File: src/hw/rtl/gcpi_pkg.sv
// ----------------------------------------------------------------------------
// gcpi_pkg
// shared types and constants for the gravity compensated peak impact unit
// ----------------------------------------------------------------------------
package gcpi_pkg;

  // operation codes of an input transaction
  localparam logic [1:0] OP_SAMPLE    = 2'd0;
  localparam logic [1:0] OP_CLEAR     = 2'd1;
  localparam logic [1:0] OP_CALIBRATE = 2'd2;

  // configuration register indexes
  localparam int CFG_IDX_W = 2;
  localparam logic [CFG_IDX_W-1:0] REG_ONE_G    = 2'd0;
  localparam logic [CFG_IDX_W-1:0] REG_REST_TOL = 2'd1;

  localparam int CFG_W = 15;
  localparam int MAG_W = 17;

  localparam logic [CFG_W-1:0] ONE_G_RESET    = 15'd16384;
  localparam logic [CFG_W-1:0] REST_TOL_RESET = 15'd5734;
  localparam int               GRAVITY_Z_RESET = -16384;

  // load / step control for the serial arithmetic units
  typedef struct packed {
    logic load;
    logic step;
  } seq_ctl_t;

endpackage

File: src/hw/rtl/gravity_compensated_peak_impact_unit.sv
// ----------------------------------------------------------------------------
// gravity_compensated_peak_impact_unit
// accelerometer gravity removal with integer-root impact and peak tracking
// ----------------------------------------------------------------------------
//
//  channel  direction  handshake            payload
//  in_      input      in_valid / in_stall  in_operation, in_accel_x/y/z
//  out_     output     out_valid/out_stall  out_impact_magnitude,
//                                           out_peak_magnitude, out_new_peak,
//                                           out_at_rest
//  cfg_     input      cfg_valid/cfg_ready  cfg_index, cfg_data
//
//  a sample transaction runs GW steps of the bit-serial squarers (GW being
//  the larger of SAMPLE_BITS and 15), a sum and root load, GW+1 steps of
//  the bit-serial roots, plus accept and write-back; clear, calibrate and
//  the unused code go from accept straight to write-back
//  one transaction is in flight at a time; the result register lets the next
//  transaction enter while the previous result still waits on out_stall
//  rst_n is synchronous, active low; config and state take their reset values, handshakes are cleared
// ----------------------------------------------------------------------------
module gravity_compensated_peak_impact_unit
  import gcpi_pkg::*;
#(
  parameter int SAMPLE_BITS = 16
) (
  input  logic                          clk,
  input  logic                          rst_n,
  // input transaction channel
  input  logic                          in_valid,
  output logic                          in_stall,
  input  logic [1:0]                    in_operation,
  input  logic signed [SAMPLE_BITS-1:0] in_accel_x,
  input  logic signed [SAMPLE_BITS-1:0] in_accel_y,
  input  logic signed [SAMPLE_BITS-1:0] in_accel_z,
  // result channel
  output logic                          out_valid,
  input  logic                          out_stall,
  output logic [MAG_W-1:0]              out_impact_magnitude,
  output logic [MAG_W-1:0]              out_peak_magnitude,
  output logic                          out_new_peak,
  output logic                          out_at_rest,
  // configuration write channel
  input  logic                          cfg_valid,
  output logic                          cfg_ready,
  input  logic [CFG_IDX_W-1:0]          cfg_index,
  input  logic [CFG_W-1:0]              cfg_data
);

  // gravity must hold the -1 g reset value, so it never drops below 15 bits
  localparam int GW    = (SAMPLE_BITS > 15) ? SAMPLE_BITS : 15;
  localparam int RW    = GW + 1;                 // root width
  localparam int CNT_W = $clog2(2 * GW + 2);

  typedef enum logic [2:0] {
    ST_IDLE  = 3'b001,
    ST_CALC  = 3'b010,
    ST_WRITE = 3'b100
  } state_t;

  state_t state_r, state_nxt;
  logic [CNT_W-1:0] cnt_r, cnt_nxt;

  // configuration
  logic [CFG_W-1:0] one_g_r, rest_tol_r;

  // architectural state
  logic signed [GW-1:0]          grav_x_r, grav_y_r, grav_z_r;
  logic signed [SAMPLE_BITS-1:0] last_x_r, last_y_r, last_z_r;
  logic [RW-1:0]                 peak_r;

  // captured transaction
  logic [1:0]                    op_r;
  logic signed [SAMPLE_BITS-1:0] x_r, y_r, z_r;

  // result register
  logic             out_valid_r;
  logic [MAG_W-1:0] out_impact_r, out_peak_r;
  logic             out_new_peak_r, out_at_rest_r;

  logic accept, out_free, retire;

  assign cfg_ready = 1'b1;
  assign in_stall  = (state_r != ST_IDLE);
  assign accept    = in_valid && !in_stall;
  assign out_free  = !out_valid_r || !out_stall;
  assign retire    = (state_r == ST_WRITE) && out_free;

  // ---------------------------------------------------------------------------
  // operand magnitudes, formed at accept straight from the ports
  // raw magnitude for the rest test, gravity-free magnitude against the old
  // gravity; if the sample turns out at rest the impact is forced to zero
  // ---------------------------------------------------------------------------
  logic signed [GW:0] ax, ay, az, dx, dy, dz;
  logic [GW-1:0]      ax_mag, ay_mag, az_mag, dx_mag, dy_mag, dz_mag;

  function automatic logic [GW-1:0] abs_mag(input logic signed [GW:0] v);
    logic signed [GW:0] n;
    n = -v;
    return v[GW] ? n[GW-1:0] : v[GW-1:0];
  endfunction

  always_comb begin
    ax = (GW+1)'(in_accel_x);
    ay = (GW+1)'(in_accel_y);
    az = (GW+1)'(in_accel_z);
    dx = ax - (GW+1)'(grav_x_r);
    dy = ay - (GW+1)'(grav_y_r);
    dz = az - (GW+1)'(grav_z_r);
    ax_mag = abs_mag(ax);
    ay_mag = abs_mag(ay);
    az_mag = abs_mag(az);
    dx_mag = abs_mag(dx);
    dy_mag = abs_mag(dy);
    dz_mag = abs_mag(dz);
  end

  // ---------------------------------------------------------------------------
  // sequencing: squares on counts 0..GW-1, sum and root load on GW,
  // root steps on GW+1..2*GW+1
  // ---------------------------------------------------------------------------
  seq_ctl_t sq_ctl, rt_ctl;

  always_comb begin
    sq_ctl.load = accept;
    sq_ctl.step = (state_r == ST_CALC) && (cnt_r < CNT_W'(GW));
    rt_ctl.load = (state_r == ST_CALC) && (cnt_r == CNT_W'(GW));
    rt_ctl.step = (state_r == ST_CALC) && (cnt_r > CNT_W'(GW));
  end

  logic [2*GW-1:0] sq_ax, sq_ay, sq_az, sq_dx, sq_dy, sq_dz;
  logic [2*RW-1:0] raw_sum, imp_sum;
  logic [RW-1:0]   raw_root, imp_root;

  gcpi_sqr #(.N(GW)) u_sq_ax (.clk(clk), .ctl(sq_ctl), .a(ax_mag), .sq(sq_ax));
  gcpi_sqr #(.N(GW)) u_sq_ay (.clk(clk), .ctl(sq_ctl), .a(ay_mag), .sq(sq_ay));
  gcpi_sqr #(.N(GW)) u_sq_az (.clk(clk), .ctl(sq_ctl), .a(az_mag), .sq(sq_az));
  gcpi_sqr #(.N(GW)) u_sq_dx (.clk(clk), .ctl(sq_ctl), .a(dx_mag), .sq(sq_dx));
  gcpi_sqr #(.N(GW)) u_sq_dy (.clk(clk), .ctl(sq_ctl), .a(dy_mag), .sq(sq_dy));
  gcpi_sqr #(.N(GW)) u_sq_dz (.clk(clk), .ctl(sq_ctl), .a(dz_mag), .sq(sq_dz));

  // three squares below 2^(2*GW) each sum below 2^(2*GW+2)
  assign raw_sum = (2*RW)'(sq_ax) + (2*RW)'(sq_ay) + (2*RW)'(sq_az);
  assign imp_sum = (2*RW)'(sq_dx) + (2*RW)'(sq_dy) + (2*RW)'(sq_dz);

  gcpi_isqrt #(.R(RW)) u_rt_raw (.clk(clk), .ctl(rt_ctl), .rad(raw_sum), .root(raw_root));
  gcpi_isqrt #(.R(RW)) u_rt_imp (.clk(clk), .ctl(rt_ctl), .rad(imp_sum), .root(imp_root));

  // ---------------------------------------------------------------------------
  // write-back decisions
  // ---------------------------------------------------------------------------
  logic [RW-1:0] g_ext, rest_dist;
  logic          is_sample, rest, new_peak;
  logic [RW-1:0] impact, peak_nxt;

  always_comb begin
    g_ext     = RW'(one_g_r);
    rest_dist = (raw_root >= g_ext) ? (raw_root - g_ext) : (g_ext - raw_root);
    is_sample = (op_r == OP_SAMPLE);
    rest      = is_sample && (rest_dist < RW'(rest_tol_r));
    impact    = (is_sample && !rest) ? imp_root : '0;
    new_peak  = is_sample && (impact > peak_r);
    case (op_r)
      OP_SAMPLE:    peak_nxt = new_peak ? impact : peak_r;
      OP_CLEAR,
      OP_CALIBRATE: peak_nxt = '0;
      default:      peak_nxt = peak_r;
    endcase
  end

  // ---------------------------------------------------------------------------
  // control state machine
  // ---------------------------------------------------------------------------
  always_comb begin
    state_nxt = state_r;
    cnt_nxt   = cnt_r;
    unique case (state_r)
      ST_IDLE: begin
        if (accept) begin
          cnt_nxt   = '0;
          state_nxt = (in_operation == OP_SAMPLE) ? ST_CALC : ST_WRITE;
        end
      end
      ST_CALC: begin
        cnt_nxt = cnt_r + 1'b1;
        if (cnt_r == CNT_W'(2 * GW + 1)) begin
          state_nxt = ST_WRITE;
        end
      end
      ST_WRITE: begin
        if (out_free) begin
          state_nxt = ST_IDLE;
        end
      end
      default: state_nxt = ST_IDLE;
    endcase
  end

  always_ff @(posedge clk) begin
    if (!rst_n) begin
      state_r     <= ST_IDLE;
      cnt_r       <= '0;
      out_valid_r <= 1'b0;
      one_g_r     <= ONE_G_RESET;
      rest_tol_r  <= REST_TOL_RESET;
      grav_x_r    <= '0;
      grav_y_r    <= '0;
      grav_z_r    <= GW'(GRAVITY_Z_RESET);
      last_x_r    <= '0;
      last_y_r    <= '0;
      last_z_r    <= '0;
      peak_r      <= '0;
    end else begin
      state_r <= state_nxt;
      cnt_r   <= cnt_nxt;

      // config register writes
      if (cfg_valid && cfg_ready) begin
        unique case (cfg_index)
          REG_ONE_G:    one_g_r    <= cfg_data;
          REG_REST_TOL: rest_tol_r <= cfg_data;
          default: ;
        endcase
      end

      // result handshake
      if (retire) begin
        out_valid_r <= 1'b1;
      end else if (!out_stall) begin
        out_valid_r <= 1'b0;
      end

      // architectural state update at retire
      if (retire) begin
        peak_r <= peak_nxt;
        case (op_r)
          OP_SAMPLE: begin
            last_x_r <= x_r;
            last_y_r <= y_r;
            last_z_r <= z_r;
            if (rest) begin
              grav_x_r <= GW'(x_r);
              grav_y_r <= GW'(y_r);
              grav_z_r <= GW'(z_r);
            end
          end
          OP_CALIBRATE: begin
            grav_x_r <= GW'(last_x_r);
            grav_y_r <= GW'(last_y_r);
            grav_z_r <= GW'(last_z_r);
          end
          default: ;
        endcase
      end
    end
  end

  // payload registers
  always_ff @(posedge clk) begin
    if (accept) begin
      op_r <= in_operation;
      x_r  <= in_accel_x;
      y_r  <= in_accel_y;
      z_r  <= in_accel_z;
    end
    if (retire) begin
      out_impact_r   <= MAG_W'(impact);
      out_peak_r     <= MAG_W'(peak_nxt);
      out_new_peak_r <= new_peak;
      out_at_rest_r  <= rest;
    end
  end

  assign out_valid            = out_valid_r;
  assign out_impact_magnitude = out_impact_r;
  assign out_peak_magnitude   = out_peak_r;
  assign out_new_peak         = out_new_peak_r;
  assign out_at_rest          = out_at_rest_r;

`ifndef SYNTH
  // a raised peak is the impact of the same transaction
  a_new_peak_matches: assert property (@(posedge clk) disable iff (!rst_n)
    out_valid && out_new_peak |-> out_impact_magnitude == out_peak_magnitude)
    else $error("new peak differs from impact");

  // a sample taken as gravity has no gravity-free acceleration left
  a_rest_zero_impact: assert property (@(posedge clk) disable iff (!rst_n)
    out_valid && out_at_rest |-> out_impact_magnitude == '0)
    else $error("at-rest sample with nonzero impact");

  // a retiring transaction always lands in the result register
  a_retire_shows: assert property (@(posedge clk) disable iff (!rst_n)
    retire |=> out_valid && state_r == ST_IDLE)
    else $error("retired result not presented");

  // roots are only stepped after the squares have finished
  a_phase_order: assert property (@(posedge clk) disable iff (!rst_n)
    rt_ctl.load |-> $past(sq_ctl.step) && !sq_ctl.step)
    else $error("root loaded before squares done");
`endif

endmodule

File: src/hw/rtl/gcpi_sqr.sv
// ----------------------------------------------------------------------------
// gcpi_sqr
// bit-serial squarer, one multiplier bit per step
// ----------------------------------------------------------------------------
module gcpi_sqr
  import gcpi_pkg::*;
#(
  parameter int N = 16
) (
  input  logic           clk,
  input  seq_ctl_t       ctl,
  input  logic [N-1:0]   a,
  output logic [2*N-1:0] sq
);

  logic [2*N-1:0] mcand_r;
  logic [N-1:0]   mplier_r;
  logic [2*N-1:0] acc_r;

  always_ff @(posedge clk) begin
    if (ctl.load) begin
      mcand_r  <= {{N{1'b0}}, a};
      mplier_r <= a;
      acc_r    <= '0;
    end else if (ctl.step) begin
      if (mplier_r[0]) begin
        acc_r <= acc_r + mcand_r;
      end
      mcand_r  <= {mcand_r[2*N-2:0], 1'b0};
      mplier_r <= {1'b0, mplier_r[N-1:1]};
    end
  end

  assign sq = acc_r;

endmodule

File: src/hw/rtl/gcpi_isqrt.sv
// ----------------------------------------------------------------------------
// gcpi_isqrt
// restoring integer square root, one root bit per step
// ----------------------------------------------------------------------------
module gcpi_isqrt
  import gcpi_pkg::*;
#(
  parameter int R = 17
) (
  input  logic           clk,
  input  seq_ctl_t       ctl,
  input  logic [2*R-1:0] rad,
  output logic [R-1:0]   root
);

  logic [2*R-1:0] rad_r;
  logic [R+1:0]   rem_r;
  logic [R-1:0]   root_r;
  logic [R+3:0]   rem_t;
  logic [R+3:0]   trial;
  logic [R+3:0]   diff;
  logic           ge;

  always_comb begin
    rem_t = {rem_r, rad_r[2*R-1 -: 2]};
    trial = {2'b00, root_r, 2'b01};
    diff  = rem_t - trial;
    ge    = (rem_t >= trial);
  end

  always_ff @(posedge clk) begin
    if (ctl.load) begin
      rad_r  <= rad;
      rem_r  <= '0;
      root_r <= '0;
    end else if (ctl.step) begin
      rad_r  <= {rad_r[2*R-3:0], 2'b00};
      rem_r  <= ge ? diff[R+1:0] : rem_t[R+1:0];
      root_r <= {root_r[R-2:0], ge};
    end
  end

  assign root = root_r;

endmodule
File: config.mk
export PLATFORM = sky130hd
export DESIGN_NAME = gravity_compensated_peak_impact_unit
export DESIGN_NICKNAME = d
export VERILOG_FILES = /design/src/hw/rtl/gcpi_pkg.sv /design/src/hw/rtl/gravity_compensated_peak_impact_unit.sv /design/src/hw/rtl/gcpi_sqr.sv /design/src/hw/rtl/gcpi_isqrt.sv
export SDC_FILE = /design/constraint.sdc
export NUM_CORES = 2
export LEC_CHECK = 0
export BUFFER_PORTS_ARGS = -buffer_cell sky130_fd_sc_hd__buf_2
export CORE_MARGIN = 5
export CORE_UTILIZATION = 40
export CTS_BUF_LIST = sky130_fd_sc_hd__clkbuf_4 sky130_fd_sc_hd__clkbuf_8
export DETAILED_ROUTE_END_ITERATION = 7
export RECOVER_POWER = 25
export SETUP_SLACK_MARGIN = 0.1
export SLEW_MARGIN = 0
export SYNTH_ARGS = -nofsm -noshare
export SYNTH_HDL_FRONTEND = slang
export SYNTH_SLANG_ARGS = --single-unit
File: constraint.sdc
create_clock -name clk -period 7.6 [get_ports clk]
set_clock_uncertainty 0.15 [all_clocks]
set_input_delay 0.76 -clock clk [delete_from_list [all_inputs] [get_ports clk]]
set_output_delay 0.76 -clock clk [all_outputs]
set_load 0.01 [all_outputs]
# Yosys cells after proc, flatten, opt, wreduce, memory -nomap -nowiden
# Cells that the tools add are included.
[classes] reduce_logical=33 mux=55 n_lt_le_gt_ge=7 addsub=24 n_eq_ne=14
[op_table] operator="16-bit two-way mux" n=33
[op_table] operator="32-bit adder" n=6
[op_table] operator="34-bit two-way mux" n=4
[op_table] operator="16-bit negation" n=6
[op_table] operator="16-bit one-hot mux with 2 select lines" n=3
[op_table] operator="33-bit by 32-bit adder with 34-bit output" n=2
[op_table] operator="32-bit by 32-bit adder with 33-bit output" n=2
[op_table] operator="17-bit two-way mux" n=3
[op_table] operator="16-bit by 16-bit subtractor with 17-bit output" n=3
[op_table] operator="21-bit by 19-bit >= comparator with 1-bit output" n=2
[op_table] operator="19-bit two-way mux" n=2
[op_table] operator="19-bit subtractor" n=2
[op_table] operator="17-bit one-hot mux with 2 select lines" n=1
[op_table] operator="2-bit AND reduction" n=10
[op_table] operator="17-bit by 15-bit >= comparator with 1-bit output" n=1
[op_table] operator="17-bit > comparator" n=1
[op_table] operator="17-bit by 15-bit less-than comparator with 1-bit output" n=1
[op_table] operator="15-bit by 17-bit subtractor with 17-bit output" n=1
[op_table] operator="17-bit by 15-bit subtractor with 17-bit output" n=1
[op_table] operator="3-bit two-way mux" n=4
[op_table] operator="6-bit one-hot mux with 2 select lines" n=1
[op_table] operator="3-bit one-hot mux with 3 select lines" n=1
[op_table] operator="1-bit logical AND" n=8
[op_table] operator="2-bit nonzero test" n=4
[op_table] operator="other kinds (20)" n=31
[word_totals] word_cells=183 input_bits=72 reg_bits=859 out_inout_bits=39

# Logic depth before layout (Yosys ltp)
[depth] word_depth=11 depth_mapped=37

# Cells and area by module
# Synthesis repeated with hierarchy kept, for this count alone.
[hier_totals] hier_cells=6336 hier_area_um2=56554.2
[by_module_without_submodules] mod="gravity_compensated_peak_impact_unit" area_each_um2=20791.2 n_inst=1 cells_per_inst=2423 seq_area_each_um2=5645.4
[by_module_without_submodules] mod="gcpi_sqr (u_sq_ax ...)" area_each_um2=4657.0 n_inst=3 cells_per_inst=523 seq_area_each_um2=1921.8
[by_module_without_submodules] mod="gcpi_sqr (u_sq_dx ...)" area_each_um2=4608.2 n_inst=3 cells_per_inst=514 seq_area_each_um2=1921.8
[by_module_without_submodules] mod="gcpi_isqrt" area_each_um2=3983.8 n_inst=2 cells_per_inst=401 seq_area_each_um2=1741.7

# Worst setup path before layout
# OpenSTA, ideal clock, no wires.
[synth_timing] kind="reg-to-reg" startpoint="reg one_g_r[12]" endpoint="reg peak_r[10]" arrival_time_ps=7152 setup_time_ps=59 n_path_buf=4 path_slack_ps=240 path_stages_with_launch=36 cell_sequence="dfxtp_1 > inv_1 > ha_1 > buf_4 > and4_1 > and3_4 > nand3_2 > or4_1 > o2111ai_1 > a311oi_4 > clkbuf_1 > mux2_2 > ha_1 > a21boi_0 > o21a_1 > o21a_1 > o21a_1 > o21ai_0 > nand2_1 > a221oi_1 > o21ai_2 > buf_2 > and3_1 > ha_1 > nor2b_1 > o21a_1 > o21a_1 > o21ai_0 > a2111oi_0 > a2111oi_0 > o21ai_0 > and3_1 > o21ai_1 > o21a_1 > clkbuf_1 > a22o_1"
[synth_between] elab_chain_cells=11 word_cells_on_any_way=13
[synth_lines] item="start, declared" line="gravity_compensated_peak_impact_unit.sv:64" text="logic [CFG_W-1:0] one_g_r, rest_tol_r;"
[synth_lines] item="start signal, assigned" line="gravity_compensated_peak_impact_unit.sv:219" text="REG_ONE_G: one_g_r <= cfg_data;"
[synth_lines] item="15-bit by 17-bit subtractor with 17-bit output (tied with other cells)" line="gravity_compensated_peak_impact_unit.sv:157" text="rest_dist = (raw_root >= g_ext) ? (raw_root - g_ext) : (g_ext - raw_root);"
[synth_lines] item="17-bit two-way mux (*)" line="gravity_compensated_peak_impact_unit.sv:157"
[synth_lines] item="17-bit by 15-bit less-than comparator with 1-bit output (*)" line="gravity_compensated_peak_impact_unit.sv:159" text="rest = is_sample && (rest_dist < RW'(rest_tol_r));"
[synth_lines] item="1-bit logical AND (*)" line="gravity_compensated_peak_impact_unit.sv:159"
[synth_lines] item="1-bit zero test (*)" line="gravity_compensated_peak_impact_unit.sv:160" text="impact = (is_sample && !rest) ? imp_root : '0;"
[synth_lines] item="1-bit logical AND (*)" line="gravity_compensated_peak_impact_unit.sv:160"
[synth_lines] item="17-bit two-way mux (*)" line="gravity_compensated_peak_impact_unit.sv:160"
[synth_lines] item="via impact[1]" line="gravity_compensated_peak_impact_unit.sv:153" text="logic [RW-1:0] impact, peak_nxt;"
[synth_lines] item="17-bit > comparator (*)" line="gravity_compensated_peak_impact_unit.sv:161" text="new_peak = is_sample && (impact > peak_r);"
[synth_lines] item="1-bit logical AND (*)" line="gravity_compensated_peak_impact_unit.sv:161"
[synth_lines] item="via new_peak" line="gravity_compensated_peak_impact_unit.sv:152" text="logic is_sample, rest, new_peak;"
[synth_lines] item="17-bit two-way mux (*)" line="gravity_compensated_peak_impact_unit.sv:163" text="OP_SAMPLE: peak_nxt = new_peak ? impact : peak_r;"
[synth_lines] item="17-bit one-hot mux with 2 select lines (*)" line="gravity_compensated_peak_impact_unit.sv:162" text="case (op_r)"
[synth_lines] item="end signal, assigned" line="gravity_compensated_peak_impact_unit.sv:234" text="peak_r <= peak_nxt;"
[synth_lines] item="end, declared" line="gravity_compensated_peak_impact_unit.sv:69" text="logic [RW-1:0] peak_r;"
# Mark *: on every way through the listed nets, which the timed path passes. The rest lies on a longest branch.
# A chain may end at the register's enable or synchronous reset.

# Worst setup path after layout
[layout_timing] startpoint="reg one_g_r[11]" endpoint="reg out_peak_r[0] (netlist: out_peak_magnitude[0]) (data pin)"
[layout_between] elab_chain_cells=11 word_cells_on_any_way=13
[layout_lines] item="15-bit by 17-bit subtractor with 17-bit output (tied with other cells)" line="gravity_compensated_peak_impact_unit.sv:157"
[layout_lines] item="17-bit two-way mux (*)" line="gravity_compensated_peak_impact_unit.sv:157"
[layout_lines] item="17-bit by 15-bit less-than comparator with 1-bit output (*)" line="gravity_compensated_peak_impact_unit.sv:159"
[layout_lines] item="1-bit logical AND (*)" line="gravity_compensated_peak_impact_unit.sv:159"
[layout_lines] item="1-bit zero test (*)" line="gravity_compensated_peak_impact_unit.sv:160"
[layout_lines] item="1-bit logical AND (*)" line="gravity_compensated_peak_impact_unit.sv:160"
[layout_lines] item="17-bit two-way mux (*)" line="gravity_compensated_peak_impact_unit.sv:160"
[layout_lines] item="via impact[12]" line="gravity_compensated_peak_impact_unit.sv:153"
[layout_lines] item="17-bit > comparator (*)" line="gravity_compensated_peak_impact_unit.sv:161"
[layout_lines] item="1-bit logical AND (*)" line="gravity_compensated_peak_impact_unit.sv:161"
[layout_lines] item="via new_peak" line="gravity_compensated_peak_impact_unit.sv:152"
[layout_lines] item="17-bit two-way mux (*)" line="gravity_compensated_peak_impact_unit.sv:163"
[layout_lines] item="17-bit one-hot mux with 2 select lines (*)" line="gravity_compensated_peak_impact_unit.sv:162"
[layout_lines] item="via peak_nxt[0]" line="gravity_compensated_peak_impact_unit.sv:153"
[layout_lines] item="end signal, assigned" line="gravity_compensated_peak_impact_unit.sv:267" text="out_peak_r <= MAG_W'(peak_nxt);"
[layout_lines] item="end, declared" line="gravity_compensated_peak_impact_unit.sv:77" text="logic [MAG_W-1:0] out_impact_r, out_peak_r;"
# Marks and branches as above.

==> impl_metrics.py <==
metrics = {
    "status": {
        "status": "complete, but fails checks",
        "failed_checks": "capacitance limit, slew limit",
    },
    "synth": {
        "ys_warn_count": 0,
        "synth_xor_xnor_area_share_pct": 5.551,
        "synth.cell_area_um2": 52860,
        "syn-num-nets": 6499,
        "synth_cells": 5946,
        "syn_area_per_cell_um2": 8.889,
        "ys_types": 88,
        "synth-compound-area-share_pct": 22.40,
        "synthAdderAreaFrac_pct": 12.48,
        "synth-seq-cells": 859,
        "ys.flop_type": "dfxtp_1",
        "synthMuxAreaShare_pct": 1.200,
        "synth_top_family_by_area": "compound AO/OA/AOI/OAI gates",
        "synth_simple_gate_area_share_pct": 15.58,
        "synth_seq_area_share_pct": 39.09,
        "synth-edff-count": 346,
        "synth-async-reset-ratio_pct": 0,
    },
    "clock_tree": {
        "htreeDepth": 4,
        "cts-root-buf": "clkbuf_8",
        "cts.clk_slew.worst_paths_ps": 60,
        "clk_path_buf_depth": 3,
        "numCtsBuffers": 158,
        "clkSinkCount": 859,
        "tritoncts": "yes",
        "insertion_delay_ps": 880,
    },
    "pwr": {
        "p_per_area_nw_per_um2": 189.3,
        "leakage_uw": 0.02471,
        "ir_drop_mv": 0.1841,
    },
    "global_route": {
        "antenna_found_initial": 8,
        "grt_max_degree": 172,
        "gr-max-usage-layer": "met2",
        "grt_pass1_wl_um": 224100,
        "grt_util_met2_pct": 31.20,
        "grt.total_usage_pct": 19.56,
        "use_met1_pct": 27.42,
        "gr-total-overflow": 0,
        "grt_pass1_vias": 40750,
        "grt_use_met3_pct": 3.275,
    },
    "die": {
        "dieArea_um2": 139500,
        "core-area_um2": 131500,
        "start_util_pct": 40.21,
        "die_w_um": 373.5,
        "placement_rows": 133,
        "ios": 111,
        "dieHeight_um": 373.5,
    },
    "cells_and_area": {
        "nNetsFinal": 6642,
        "final_cell_mix": "1021 x nand2_1, 612 x a21oi_1, 513 x dfxtp_1",
        "final_common_cell": "nand2_1",
        "drive_gt1_share_pct": 6.849,
        "fillers": 12990,
        "area_delta_synth_final_pct": 11.71,
    },
    "timing": {
        "slew_violations": 562,
        "setup_tns_ps": 0,
        "relSlewSlack_pct": -139.0,
        "setup_viol": 0,
        "rsz0062_at_grt": "no",
        "max_freq_mhz": 140.8,
        "hold_violations": 0,
        "finalCriticalPeriod_ps": 7102,
        "worstMarginPinSlew_ps": 3585,
        "whs_ps": 223.8,
        "post-route-period-util_pct": 93.44,
    },
    "route": {
        "avgViaCountPerCell": 5.394,
        "wl_um": 141000,
        "wire_per_inst_um": 17.68,
        "firstDrtPassIters": 5,
        "drcViolationCount": 0,
        "drt_iter0_drc": 3003,
        "route.vias.total": 43030,
        "postRouteAntennaNets": 0,
    },
    "worst_setup_path": {
        "ff2ff_path_depth": 32,
        "crit_path_start_kind": "flip-flop",
        "cp_common_cell": "buf_4",
        "critPathMaxStageDelay_ps": 530,
        "worstSetupPathType": "flip-flop to flip-flop",
        "crit_slowest_cell": "or4_1",
        "cp.required_ps": 8070,
        "crit_fanout": 18,
        "endpoint_kind": "flip-flop",
        "crit_arrival_ps": 7570,
    },
    "placed_design": {
        "portBuffers": 109,
        "dp_hpwl_um": 101200,
        "gp_congestion": 0.8713,
    },
    "hold_path": {
        "hold_class": "input port to flip-flop",
        "hold_depth": 1,
    },
    "flow_run": {
        "cap_viol_max_count": 10,
    },
}
worst paths after layout:
path	start	end	slack, ps
min reg2reg	u_rt_imp.rem_r[17]$_SDFFE_PP0P_	u_rt_imp.rem_r[17]$_SDFFE_PP0P_	310
max reg2reg	one_g_r[11]$_SDFFE_PN0P_	out_peak_magnitude[0]$_DFFE_PP_	500
max	one_g_r[11]$_SDFFE_PN0P_	out_peak_magnitude[0]$_DFFE_PP_	500
min	in_accel_y[14]	y_r[14]$_DFFE_PP_	220
cell families after synthesis:
| kind of cell | after synthesis |
|---|---|
| AOI/OAI and AO/OA | 1849 |
| and+or+nand+nor | 1857 |
| muxes | 63 |
| adders and majority gates | 481 |
| DFF | 859 |
| xor gates and xnor gates | 335 |
| buffers and inverters | 501 |
| other | 1 |
area by class of cell:
cell class              count  area, um2  share of cell area (%)
clock buffers             239       2902                   4.914
diodes                      2      5.005                0.008476
inverters                 248      932.1                   1.579
clock inverters            52      422.9                  0.7162
repair buffers            236       1564                   2.649
flip-flops and latches    859      20660                   34.99
well taps                1755       2196                   3.719
multi-input cells        4586      30360                   51.43
per-layer routing:
layer / wire, um / up-vias / share of wire, %
met5: 0 / - / 0
met4: 3632 / 0 / 2.6
met1: 68730 / 20430 / 49
met2: 62720 / 799 / 44
met3: 5967 / 218 / 4.2
li1: - / 21580 / -
registers in the layout, indices dropped and copies added, names as in the netlist, 17 cells and up:
name and cells:
u_rt_imp.rad_r 34, u_rt_raw.rad_r 34, u_sq_ax.mcand_r 32, u_sq_ax.sq 32
u_sq_ay.mcand_r 32, u_sq_ay.sq 32, u_sq_az.mcand_r 32, u_sq_az.sq 32
u_sq_dx.mcand_r 32, u_sq_dx.sq 32, u_sq_dy.mcand_r 32, u_sq_dy.sq 32
u_sq_dz.mcand_r 32, u_sq_dz.sq 32, u_rt_imp.rem_r 19, u_rt_raw.rem_r 19
out_impact_magnitude 17, out_peak_magnitude 17, peak_r 17, u_rt_imp.root 17
u_rt_raw.root 17
Yosys cell counts, drive strengths merged, types with 93 or more instances:
cell type	count	area, um2
nor2	283	1062
xor2	162	1419
nand2	1024	3844
ha	404	5055
xnor2	173	1515
o21a	203	1524
clkbuf	213	800.8
nor3	93	465.5
a21o	191	1434
a21boi	95	713.2
edfxtp	346	10390
inv	247	927.1
o21ai	348	1745
a21oi	613	3068
dfxtp	513	10270
power by group:
group          internal, uW  total (uW)  switching, uW  leakage, uW
Sequential             5050        5150            102      0.00729
Clock                  2620        4690           2070      0.00178
Combinational           515        1340            825       0.0156
critical path, delay by kind of cell, from the launching register on:
kind	cells	cell delay, ps
flip-flops	1	360
adder cells (fa/ha/maj)	3	860
multiplexers	1	260
buffers and inverters	7	1100
AND/OR/NAND/NOR	12	2520
XOR/XNOR	1	150
AO/OA/AOI/OAI	8	1440
timing repair:
action / 4_1_cts / 5_1_grt
setup buffers: 0 / 6
hold buffers: 51 / 0
resized for setup: 0 / 18
endpoints found under the hold margin: 59 / 0
endpoints found under the setup margin: 0 / 35
per-stage QoR:
stage,area (um2),setup slack (ps),power (uW),instances,util (%)
after floorplan,52860,239.8,6175,5946,-
after global placement,55280,212.8,6536,7627,42.05
after detailed placement,55280,154.2,6553,7627,42.05
after CTS,59110,108.5,11300,7969,44.96
after global routing,59050,113.2,11700,7977,44.91
final,59050,498.2,11180,7977,44.91
No activity file was read; power rests on OpenSTA's default activity.
